==> src/design/aabb_pkg.sv <==
// types and constants shared by the box subtraction pipeline
// no dependencies
`timescale 1ns / 1ps

package aabb_pkg;

    typedef logic signed [31:0] coord_t;

    // index 0 is x, 1 is y, 2 is z
    typedef struct packed {
        coord_t [2:0] hi;
        coord_t [2:0] lo;
    } box_t;

    localparam int AX_X = 0;
    localparam int AX_Y = 1;
    localparam int AX_Z = 2;

    typedef enum logic [2:0] {
        SIDE_POS_X     = 3'd0,
        SIDE_NEG_X     = 3'd1,
        SIDE_POS_Y     = 3'd2,
        SIDE_NEG_Y     = 3'd3,
        SIDE_POS_Z     = 3'd4,
        SIDE_NEG_Z     = 3'd5,
        SIDE_UNTOUCHED = 3'd6
    } side_t;

    localparam int PIECE_CNT = 7;

    // one bit per side_t code
    typedef logic [PIECE_CNT-1:0] mask_t;

    localparam mask_t MASK_NONE      = '0;
    localparam mask_t MASK_UNTOUCHED = mask_t'(1) << SIDE_UNTOUCHED;

    // first stage result
    typedef struct packed {
        box_t a;
        box_t ov;
        logic covered;
    } ovl_t;

    // second stage result
    typedef struct packed {
        box_t  a;
        box_t  ov;
        mask_t mask;
    } cls_t;

endpackage

==> src/design/aabb_overlap.sv <==
// stage 1: overlap box of a and b, and containment of a in b
// depends on aabb_pkg
`timescale 1ns / 1ps

module aabb_overlap import aabb_pkg::*; (
    input  logic aclk,
    input  logic aresetn,
    input  logic in_valid,
    output logic in_ready,
    input  box_t box_a,
    input  box_t box_b,
    output logic out_valid,
    input  logic out_ready,
    output ovl_t out_data
);

    logic valid_reg;
    ovl_t data_reg;
    ovl_t data_next;

    always_comb begin
        data_next.a       = box_a;
        data_next.covered = 1'b1;
        for (int k = 0; k < 3; k++) begin
            data_next.ov.lo[k] = ($signed(box_a.lo[k]) > $signed(box_b.lo[k])) ?
                                 box_a.lo[k] : box_b.lo[k];
            data_next.ov.hi[k] = ($signed(box_a.hi[k]) < $signed(box_b.hi[k])) ?
                                 box_a.hi[k] : box_b.hi[k];
            if (!(($signed(box_b.lo[k]) <= $signed(box_a.lo[k])) &&
                  ($signed(box_a.hi[k]) <= $signed(box_b.hi[k])))) begin
                data_next.covered = 1'b0;
            end
        end
    end

    assign in_ready  = !valid_reg || out_ready;
    assign out_valid = valid_reg;
    assign out_data  = data_reg;

    always_ff @(posedge aclk) begin
        if (!aresetn) begin
            valid_reg <= 1'b0;
        end else if (in_ready) begin
            valid_reg <= in_valid;
        end
    end

    always_ff @(posedge aclk) begin
        if (in_ready && in_valid) begin
            data_reg <= data_next;
        end
    end

endmodule

==> src/design/aabb_classify.sv <==
// stage 2: overlap emptiness and the set of sides to emit
// depends on aabb_pkg
`timescale 1ns / 1ps

module aabb_classify import aabb_pkg::*; (
    input  logic aclk,
    input  logic aresetn,
    input  logic in_valid,
    output logic in_ready,
    input  ovl_t in_data,
    output logic out_valid,
    input  logic out_ready,
    output cls_t out_data
);

    logic valid_reg;
    cls_t data_reg;
    cls_t data_next;
    logic ov_ok;
    mask_t cut;

    always_comb begin
        ov_ok = 1'b1;
        for (int k = 0; k < 3; k++) begin
            if (!($signed(in_data.ov.lo[k]) < $signed(in_data.ov.hi[k]))) begin
                ov_ok = 1'b0;
            end
        end
        cut = MASK_NONE;
        cut[SIDE_POS_X] = $signed(in_data.ov.hi[AX_X]) < $signed(in_data.a.hi[AX_X]);
        cut[SIDE_NEG_X] = $signed(in_data.ov.lo[AX_X]) > $signed(in_data.a.lo[AX_X]);
        cut[SIDE_POS_Y] = $signed(in_data.ov.hi[AX_Y]) < $signed(in_data.a.hi[AX_Y]);
        cut[SIDE_NEG_Y] = $signed(in_data.ov.lo[AX_Y]) > $signed(in_data.a.lo[AX_Y]);
        cut[SIDE_POS_Z] = $signed(in_data.ov.hi[AX_Z]) < $signed(in_data.a.hi[AX_Z]);
        cut[SIDE_NEG_Z] = $signed(in_data.ov.lo[AX_Z]) > $signed(in_data.a.lo[AX_Z]);

        data_next.a  = in_data.a;
        data_next.ov = in_data.ov;
        // a cut side always has positive extent once the overlap is non-empty
        if (!ov_ok) begin
            data_next.mask = MASK_UNTOUCHED;
        end else if (in_data.covered) begin
            data_next.mask = MASK_NONE;
        end else begin
            data_next.mask = cut;
        end
    end

    assign in_ready  = !valid_reg || out_ready;
    assign out_valid = valid_reg;
    assign out_data  = data_reg;

    always_ff @(posedge aclk) begin
        if (!aresetn) begin
            valid_reg <= 1'b0;
        end else if (in_ready) begin
            valid_reg <= in_valid;
        end
    end

    always_ff @(posedge aclk) begin
        if (in_ready && in_valid) begin
            data_reg <= data_next;
        end
    end

endmodule

==> src/design/aabb_split.sv <==
// stage 3: walks the side mask, one piece per cycle while m_ready does not stall, into the output register
// depends on aabb_pkg
`timescale 1ns / 1ps

module aabb_split import aabb_pkg::*; (
    input  logic  aclk,
    input  logic  aresetn,
    input  logic  in_valid,
    output logic  in_ready,
    input  cls_t  in_data,
    output logic  m_valid,
    input  logic  m_ready,
    output box_t  m_piece,
    output side_t m_side,
    output logic  m_last
);

    mask_t mask_reg;
    box_t  a_reg;
    box_t  ov_reg;
    logic  m_valid_reg;
    box_t  piece_reg;
    side_t side_reg;
    logic  last_reg;

    mask_t rest;
    side_t cur_side;
    box_t  cur_piece;
    logic  out_load;
    logic  emit;

    always_comb begin
        rest     = mask_reg & (mask_reg - mask_t'(1));
        cur_side = SIDE_UNTOUCHED;
        for (int k = PIECE_CNT - 1; k >= 0; k--) begin
            if (mask_reg[k]) begin
                cur_side = side_t'(3'(k));
            end
        end
        cur_piece = a_reg;
        case (cur_side)
            SIDE_POS_X: begin
                cur_piece.lo[AX_X] = ov_reg.hi[AX_X];
            end
            SIDE_NEG_X: begin
                cur_piece.hi[AX_X] = ov_reg.lo[AX_X];
            end
            SIDE_POS_Y: begin
                cur_piece.lo[AX_X] = ov_reg.lo[AX_X];
                cur_piece.hi[AX_X] = ov_reg.hi[AX_X];
                cur_piece.lo[AX_Y] = ov_reg.hi[AX_Y];
            end
            SIDE_NEG_Y: begin
                cur_piece.lo[AX_X] = ov_reg.lo[AX_X];
                cur_piece.hi[AX_X] = ov_reg.hi[AX_X];
                cur_piece.hi[AX_Y] = ov_reg.lo[AX_Y];
            end
            SIDE_POS_Z: begin
                cur_piece          = ov_reg;
                cur_piece.lo[AX_Z] = ov_reg.hi[AX_Z];
                cur_piece.hi[AX_Z] = a_reg.hi[AX_Z];
            end
            SIDE_NEG_Z: begin
                cur_piece          = ov_reg;
                cur_piece.lo[AX_Z] = a_reg.lo[AX_Z];
                cur_piece.hi[AX_Z] = ov_reg.lo[AX_Z];
            end
            default: begin
                cur_piece = a_reg;
            end
        endcase
    end

    assign out_load = !m_valid_reg || m_ready;
    assign emit     = (mask_reg != MASK_NONE) && out_load;
    assign in_ready = (mask_reg == MASK_NONE) || (emit && (rest == MASK_NONE));

    always_ff @(posedge aclk) begin
        if (!aresetn) begin
            mask_reg <= MASK_NONE;
        end else if (in_ready && in_valid) begin
            mask_reg <= in_data.mask;
        end else if (emit) begin
            mask_reg <= rest;
        end
    end

    always_ff @(posedge aclk) begin
        if (in_ready && in_valid) begin
            a_reg  <= in_data.a;
            ov_reg <= in_data.ov;
        end
    end

    // output word register
    always_ff @(posedge aclk) begin
        if (!aresetn) begin
            m_valid_reg <= 1'b0;
        end else if (out_load) begin
            m_valid_reg <= emit;
        end
    end

    always_ff @(posedge aclk) begin
        if (emit) begin
            piece_reg <= cur_piece;
            side_reg  <= cur_side;
            last_reg  <= (rest == MASK_NONE);
        end
    end

    assign m_valid = m_valid_reg;
    assign m_piece = piece_reg;
    assign m_side  = side_reg;
    assign m_last  = last_reg;

`ifndef NO_ASSERTIONS
    a_untouched_alone: assert property (@(posedge aclk) disable iff (!aresetn)
        mask_reg[SIDE_UNTOUCHED] |-> (mask_reg[SIDE_NEG_Z:SIDE_POS_X] == '0))
        else $error("untouched word mixed with cut sides");

    a_untouched_last: assert property (@(posedge aclk) disable iff (!aresetn)
        (m_valid_reg && (side_reg == SIDE_UNTOUCHED)) |-> last_reg)
        else $error("untouched word not marked last");

    a_piece_positive: assert property (@(posedge aclk) disable iff (!aresetn)
        (m_valid_reg && (side_reg != SIDE_UNTOUCHED)) |->
            (($signed(piece_reg.lo[AX_X]) < $signed(piece_reg.hi[AX_X])) &&
             ($signed(piece_reg.lo[AX_Y]) < $signed(piece_reg.hi[AX_Y])) &&
             ($signed(piece_reg.lo[AX_Z]) < $signed(piece_reg.hi[AX_Z]))))
        else $error("emitted piece has empty extent");

    a_emit_side_in_mask: assert property (@(posedge aclk) disable iff (!aresetn)
        emit |=> (m_valid_reg && $past(mask_reg[cur_side])))
        else $error("emitted side not taken from mask");
`endif

endmodule

==> src/design/aabb_box_subtract.sv <==
// top level: box a minus box b as up to six slabs (or a itself if they miss), three-stage pipeline
// depends on aabb_pkg, aabb_overlap, aabb_classify, aabb_split
`timescale 1ns / 1ps

// channel  direction  handshake            payload
// s_       in         s_valid / s_ready    s_a_min/max_x/y/z, s_b_min/max_x/y/z
// m_       out        m_valid / m_ready    m_piece_min/max_x/y/z, m_piece_side, m_last_piece
//
// the first word passes the overlap, classify and split mask registers, then the output register
// one output word per cycle while m_ready does not stall; an input pair holds the split stage
// until its last word, if any, is loaded into the single output register
// aresetn clears all valid bits and the pending side mask
// a stall on m_ready backs up stage by stage with nothing lost or repeated

module aabb_box_subtract import aabb_pkg::*; (
    input  logic                aclk,
    input  logic                aresetn,
    input  logic                s_valid,
    output logic                s_ready,
    input  logic signed [31:0]  s_a_min_x,
    input  logic signed [31:0]  s_a_min_y,
    input  logic signed [31:0]  s_a_min_z,
    input  logic signed [31:0]  s_a_max_x,
    input  logic signed [31:0]  s_a_max_y,
    input  logic signed [31:0]  s_a_max_z,
    input  logic signed [31:0]  s_b_min_x,
    input  logic signed [31:0]  s_b_min_y,
    input  logic signed [31:0]  s_b_min_z,
    input  logic signed [31:0]  s_b_max_x,
    input  logic signed [31:0]  s_b_max_y,
    input  logic signed [31:0]  s_b_max_z,
    output logic                m_valid,
    input  logic                m_ready,
    output logic signed [31:0]  m_piece_min_x,
    output logic signed [31:0]  m_piece_min_y,
    output logic signed [31:0]  m_piece_min_z,
    output logic signed [31:0]  m_piece_max_x,
    output logic signed [31:0]  m_piece_max_y,
    output logic signed [31:0]  m_piece_max_z,
    output logic [2:0]          m_piece_side,
    output logic                m_last_piece
);

    box_t  box_a;
    box_t  box_b;
    logic  ovl_valid;
    logic  ovl_ready;
    ovl_t  ovl_data;
    logic  cls_valid;
    logic  cls_ready;
    cls_t  cls_data;
    box_t  piece;
    side_t side;

    always_comb begin
        box_a.lo[AX_X] = s_a_min_x;
        box_a.lo[AX_Y] = s_a_min_y;
        box_a.lo[AX_Z] = s_a_min_z;
        box_a.hi[AX_X] = s_a_max_x;
        box_a.hi[AX_Y] = s_a_max_y;
        box_a.hi[AX_Z] = s_a_max_z;
        box_b.lo[AX_X] = s_b_min_x;
        box_b.lo[AX_Y] = s_b_min_y;
        box_b.lo[AX_Z] = s_b_min_z;
        box_b.hi[AX_X] = s_b_max_x;
        box_b.hi[AX_Y] = s_b_max_y;
        box_b.hi[AX_Z] = s_b_max_z;
    end

    aabb_overlap u_overlap (
        .aclk      (aclk),
        .aresetn   (aresetn),
        .in_valid  (s_valid),
        .in_ready  (s_ready),
        .box_a     (box_a),
        .box_b     (box_b),
        .out_valid (ovl_valid),
        .out_ready (ovl_ready),
        .out_data  (ovl_data)
    );

    aabb_classify u_classify (
        .aclk      (aclk),
        .aresetn   (aresetn),
        .in_valid  (ovl_valid),
        .in_ready  (ovl_ready),
        .in_data   (ovl_data),
        .out_valid (cls_valid),
        .out_ready (cls_ready),
        .out_data  (cls_data)
    );

    aabb_split u_split (
        .aclk     (aclk),
        .aresetn  (aresetn),
        .in_valid (cls_valid),
        .in_ready (cls_ready),
        .in_data  (cls_data),
        .m_valid  (m_valid),
        .m_ready  (m_ready),
        .m_piece  (piece),
        .m_side   (side),
        .m_last   (m_last_piece)
    );

    assign m_piece_min_x = piece.lo[AX_X];
    assign m_piece_min_y = piece.lo[AX_Y];
    assign m_piece_min_z = piece.lo[AX_Z];
    assign m_piece_max_x = piece.hi[AX_X];
    assign m_piece_max_y = piece.hi[AX_Y];
    assign m_piece_max_z = piece.hi[AX_Z];
    assign m_piece_side  = side;

endmodule

==> config.mk <==
export PLATFORM = sky130hd
export DESIGN_NAME = aabb_box_subtract
export DESIGN_NICKNAME = d
export VERILOG_FILES = /design/src/design/aabb_pkg.sv /design/src/design/aabb_overlap.sv /design/src/design/aabb_classify.sv /design/src/design/aabb_split.sv /design/src/design/aabb_box_subtract.sv
export SDC_FILE = /design/constraint.sdc
export NUM_CORES = 2
export LEC_CHECK = 0
export ABC_AREA = 1
export BUFFER_PORTS_ARGS = -buffer_cell sky130_fd_sc_hd__buf_2
export CORE_ASPECT_RATIO = 1.2
export CORE_MARGIN = 3
export CORE_UTILIZATION = 59
export DETAILED_ROUTE_END_ITERATION = 16
export PLACE_DENSITY = 0.8
export SYNTH_ARGS = -nofsm -noshare
export SYNTH_HDL_FRONTEND = slang
export SYNTH_SLANG_ARGS = --single-unit
==> constraint.sdc <==
create_clock -name aclk -period 13.65 [get_ports aclk]
set_input_delay 0.6825 -clock aclk [delete_from_list [all_inputs] [get_ports aclk]]
set_output_delay 0.6825 -clock aclk [all_outputs]
set_load 0.05 [all_outputs]
Yosys cells after proc, flatten, opt, wreduce, memory -nomap -nowiden

Cells that the tools add are included.

Flip-flop bits (word level): 1366
Input bits: 388
Output and inout port bits: 198

Add/sub/neg operators: 1
Order comparisons: 21
Equal/unequal tests: 5
Mux-type cells: 24
Bitwise gates (word level): 2
Reductions and logical operators: 24

Operator list:

| operator              | number |
|---|---|
| $lt A32 B32 Y1        | 9 |
| $mux W32              | 8 |
| $pmux W32 S2          | 4 |
| $gt A32 B32 Y1        | 6 |
| $le A32 B32 Y1        | 6 |
| $logic_not A7 Y1      | 2 |
| $mux W7               | 2 |
| $mux W3               | 4 |
| $logic_and A1 B1 Y1   | 8 |
| $and A7 B7 Y7         | 1 |
| $reduce_bool A7 Y1    | 1 |
| $sub A7 B1 Y7 const B | 1 |
| $eq A3 B2 Y1 const B  | 2 |
| $eq A3 B3 Y1 const B  | 2 |
| $logic_or A1 B1 Y1    | 4 |
| $mux W1               | 4 |
| $mux W2               | 2 |
| $reduce_or A2 Y1      | 2 |
| $reduce_or A4 Y1      | 1 |
| $eq A3 B1 Y1 const B  | 1 |
| $logic_not A1 Y1      | 3 |
| $logic_not A3 Y1      | 1 |
| $reduce_and A2 Y1     | 1 |
| $reduce_bool A2 Y1    | 1 |
| $not A1 Y1            | 1 |

Logic depth before layout (Yosys ltp)

Depth after elaboration: 9
Depth in mapped cells: 17
Gate-level depth less buffers: 16

Modules after synthesis

Synthesis repeated with hierarchy kept, for this count alone.

Cells, all modules: 4609
Area total of the unflattened synthesis: 59913.7 um2

Modules (own cells, without submodules):

| module        | times used | cells each | area an instance (um2) |
|---|---|---|---|
| aabb_split    | 1          | 1314       | 21165.3 |
| aabb_overlap  | 1          | 1695       | 19496.2 |
| aabb_classify | 1          | 1600       | 19252.2 |

Worst setup path before layout

Ideal clock, no wire load.

Kind: register to register
Start: register u_split.mask_reg[0]
End: register u_split.mask_reg[2]
Arrival time: 9.879 ns
Required time: 13.534 ns
Slack: 3.655 ns
Cell stages (with the launch flop): 12
Path buffers: 2
Period minus slack after synthesis: 9.995 ns
Cells stage by stage: dfxtp_1 > nor2_2 > buf_4 > nand3_4 > nor2_2 > nor2_1 > a21oi_1 > inv_1 > buf_2 > nand3_1 > o211ai_1 > inv_1

Elaborated cells between the ends (all ways): 12
Those cells by class: add/sub (1); mux (2); bitwise (1); reduce/logical (8)

RTL lines:

| what                                                 | line             | text |
|---|---|---|
| from (decl)                                          | aabb_split.sv:18 | `mask_t mask_reg;` |
| from (signal assigned)                               | aabb_split.sv:82 | `mask_reg <= in_data.mask;` |
| from (signal assigned)                               | aabb_split.sv:84 | `mask_reg <= rest;` |
| $reduce_bool A7 Y1 (*)                               | aabb_split.sv:75 | `assign emit = (mask_reg != MASK_NONE) && out_load;` |
| $logic_and A1 B1 Y1 (*)                              | aabb_split.sv:75 |  |
| via u_split.emit                                     | aabb_split.sv:30 | `logic emit;` |
| $logic_and A1 B1 Y1                                  | aabb_split.sv:76 | `assign in_ready = (mask_reg == MASK_NONE) \|\| (emit && (rest == MASK_NONE));` |
| $logic_or A1 B1 Y1                                   | aabb_split.sv:76 |  |
| $logic_and A1 B1 Y1                                  | aabb_split.sv:81 | `end else if (in_ready && in_valid) begin` |
| $mux W7 / $reduce_bool A2 Y1 (equally long branches) | -                |  |

The timed path passes the listed nets; every way through them passes the cells marked *. The select of a mux whose other input is x is not followed.
A chain may end at the register's enable or synchronous reset.

Worst setup path in the final report

Start: register u_split.mask_reg[0]
End: register u_overlap.data_reg, in the netlist u_overlap.out_data[326] (enable)

Word-level cells in the longest chain between the ends: 8
Elaborated cells between the ends (all ways): 11
Those cells by class: add/sub (1); bitwise (1); reduce/logical (9)

Ends and longest elaborated chain:

| what                    | line                | text |
|---|---|---|
| $sub A7 B1 Y7           | aabb_split.sv:33    | `rest = mask_reg & (mask_reg - mask_t'(1));` |
| $and A7 B7 Y7           | aabb_split.sv:33    |  |
| $logic_not A7 Y1        | aabb_split.sv:76    |  |
| $logic_and A1 B1 Y1     | aabb_split.sv:76    |  |
| $logic_or A1 B1 Y1 (*)  | aabb_split.sv:76    |  |
| $logic_or A1 B1 Y1 (*)  | aabb_classify.sv:49 | `assign in_ready = !valid_reg \|\| out_ready;` |
| $logic_or A1 B1 Y1 (*)  | aabb_overlap.sv:36  | `assign in_ready = !valid_reg \|\| out_ready;` |
| $logic_and A1 B1 Y1 (*) | aabb_overlap.sv:49  | `if (in_ready && in_valid) begin` |
| to (signal assigned)    | aabb_overlap.sv:50  | `data_reg <= data_next;` |
| to (decl)               | aabb_overlap.sv:18  | `ovl_t data_reg;` |

Every way passes the cells marked *; elsewhere a longest branch is shown, timed or not.

==> flow_summary_export.csv <==
group,metric,value,unit
logic_synthesis,synth_top_area_share,68.3,%
power_and_ir_drop,power_density,200,mW/mm^2
drt,drt_iter0_drc,3511,
setup_path,cp.arrival,5.36,ns
setup_path,path_delay_family,"buffers and inverters",
logic_synthesis,ys_ff_latch,1366,
sta,max_freq,199,MHz
sta,tightest_slew,1.23,ns
setup_path,cp_max_fo,176,
placed_design,place_area,0.0639,sq mm
grt,antenna_found_initial,36,
power_and_ir_drop,p_leak,0.0288,uW
placed_design,post-dp-hpwl,106000,um
sta,rsz0062_at_grt,"false",
logic_synthesis,ys_warn_count,0,
logic_synthesis,ys_types,46,
clock_network,cts-buffers-inserted,133,
grt,overflow,0,
logic_synthesis,synth_area_leaders,"edfxtp_1, ha_1, nand2_1, inv_1, a21oi_1",
logic_synthesis,synth_edf_count,1356,
setup_path,worstSetupPathType,"reg -> reg",
status,status,"complete, no violations",
placed_design,port_buffers,585,
setup_path,cp_num_buf_inv,5,
sta,fin_crit,5.02,ns
power_and_ir_drop,vdd.ir_drop.worst,0.000144,V
grt,gr-usage-all-layers,28.0,%
setup_path,crit_top_cell,"nand2_1",
logic_synthesis,synth.yosys.seq_area_share,68.7,%
clock_network,clk-insertion-delay-late,0.74,ns
logic_synthesis,synth.avg_cell_area,13.0,sq um
final_layout,largest_register_ffs,391,
setup_path,timing.critical_path.required,13.99,ns
logic_synthesis,synth_ff_type,"edfxtp_1",
drt,wire_per_inst,22.0,um
sta,relSlewSlack,18.1,%
grt,grt_first_pass_wirelength,216000,um
logic_synthesis,netlist_area,0.0596,sq mm
floorplanning,die_w,296,um
sta,hold_viol,0,
setup_path,cp-start-kind,"flop",
logic_synthesis,syn_inst,4599,
floorplanning,core_area,0.100,sq mm
clock_network,clkTransAtPathRegs,0.06,ns
setup_path,cp_slowest_stage_delay,1.00,ns
clock_network,h-tree-depth,4,
setup_path,critPathCaptureType,"flop",
clock_network,cts.sinks,1366,
setup_path,slowest_stage,"buf_4",
logic_synthesis,synth_async_sr_flop_share,0,%
final_layout,fin_nets,6109,
final_layout,post-route-cell-area,0.0684,sq mm
drt,routed_wl,147000,um
sta,min_period_over_period,36.8,%
final_layout,drive_above_1_share,17.0,%
drt,vias,37840,
logic_synthesis,syn-num-nets,5461,
clock_network,cts_setup_buffers,0,
final_layout,post-route-util,68.3,%
drt,ant_nets,0,
sta,maxSlewViolCount,0,
grt,grt_pass1_vias,37784,
drt,drt-vias-per-instance,5.67,
clock_network,cts_buffer_depth,3,
placed_design,gp_congestion,0.934,
drt,firstDrtPassIters,6,
sta,whs,0.147,ns
floorplanning,rows,127,
floorplanning,initial_utilization,59.5,%
clock_network,cts_hold_buffers,0,
clock_network,ctsResizeCount,0,
floorplanning,pin_count,586,
clock_network,cts_tree,"yes",
drt,drc,0,
job,maxCapViolations,0,
grt,grt_max_degree,188,
sta,clock_skew,0.0269,ns
hold_path,hold_class,"in -> reg",
final_layout,final_cell_mix,"edfxtp_1, nand2_1, inv_1",
sta,finalSetupViolCount,0,
logic_synthesis,post-synth-top-area-cell,"edfxtp_1",
floorplanning,dieArea,0.105,sq mm
setup_path,crit_chain,"nor2_4 > buf_4 > nand2_2 > o21ai_1 > nand2_1 > inv_1 > nand4_1 > nand2_1 > nor2_1 > nand2_1 > nand2_1 > inv_8 > buf_4 > buf_12",
final_layout,final_common_cell,"edfxtp_1",
final_layout,syn_to_final_growth,14.8,%
clock_network,clock-root-buffer,"clkbuf_16",
sta,tns,0,ns
power_and_ir_drop,finalPower,13700,uW
floorplanning,die_height,354,um
layout make-up:
| cell class | instances | area [sq um] |
|---|---|---|
| flip-flops and latches | 1366 | 40900 |
| fillers | 6686 | 31700 |
| multi-input cells | 2406 | 15400 |
| clock buffers | 155 | 3560 |
| repair buffers | 613 | 3180 |
| inverters | 727 | 2740 |
| well taps | 1290 | 1610 |
| clock inverters | 85 | 866 |
| diodes | 30 | 75.1 |
worst register-to-register path: stages (launching register included):
cell,delay (ns)
dfxtp_1,0.40
nor2_4,0.18
buf_4,0.44
nand2_2,0.23
o21ai_1,0.21
nand2_1,0.09
inv_1,0.07
nand4_1,0.15
nand2_1,0.11
nor2_1,0.05
nand2_1,0.09
nand2_1,0.14
inv_8,0.57
buf_4,1.01
buf_12,0.65
cells by family after synthesis:
family	Yosys count	share of synthesized area (%)
flops	1366	68.7
buf+inv	827	5.53
fa+ha+maj	474	9.95
simple gates	1240	9.02
compound gates	692	6.84
synthesized netlist by cell type, types with 3 or more instances:
cell      instances
inv_2             4
nor2_1          206
o21ai_0         137
clkbuf_1         39
a21oi_1         337
o211ai_1        110
nand3b_1         11
buf_6             5
nor3_1           14
dfxtp_1          10
a21oi_2          31
o221ai_1         34
a21o_1            7
o21a_1           15
nand2_1         747
nor2_4           28
ha_1            474
buf_1             3
nor4_1           11
o21bai_1          4
nand3_1         149
buf_2            41
o21ai_1          10
inv_1           723
buf_12            4
edfxtp_1       1356
nand4_1          49
buf_4             4
and3_1            3
nor2_2            4
nand2_2           8
per-stage QoR:
step                std cells  setup slack [ns]
finish                   6672              8.63
floorplan                4599              3.66
global placement         6402              8.58
detailed placement       6402              8.51
CTS                      6642              8.46
global route             6654              8.13
where the power goes:
group | total (uW) | internal [uW] | switching [uW]
combinational | 3930 | 857 | 3070
clock | 3710 | 2160 | 1550
sequential | 6020 | 5670 | 347
routing by layer:
| metal | up-vias | track usage [%] | routed length (um) |
|---|---|---|---|
| li1 | 17532 | - | - |
| met1 | 18133 | 32.0 | 51000 |
| met2 | 1733 | 48.4 | 73800 |
| met3 | 420 | 6.81 | 13600 |
| met4 | 22 | 15.1 | 8500 |
| met5 | - | 0 | 151 |
final timing paths:
kind	startpoint	end	slack, ns	cells past startpoint
hold reg to reg	u_classify.out_data[208]	u_split.a_reg[9]	0.41	0
hold / removal	s_a_min_y[0]	u_overlap.out_data[225]	0.15	1
setup / recovery	u_split.mask_reg[0]	u_overlap.out_data[326]	8.63	14
setup reg to reg	u_split.mask_reg[0]	u_overlap.out_data[326]	8.63	14
No activity file was read; power rests on OpenSTA's default activity.
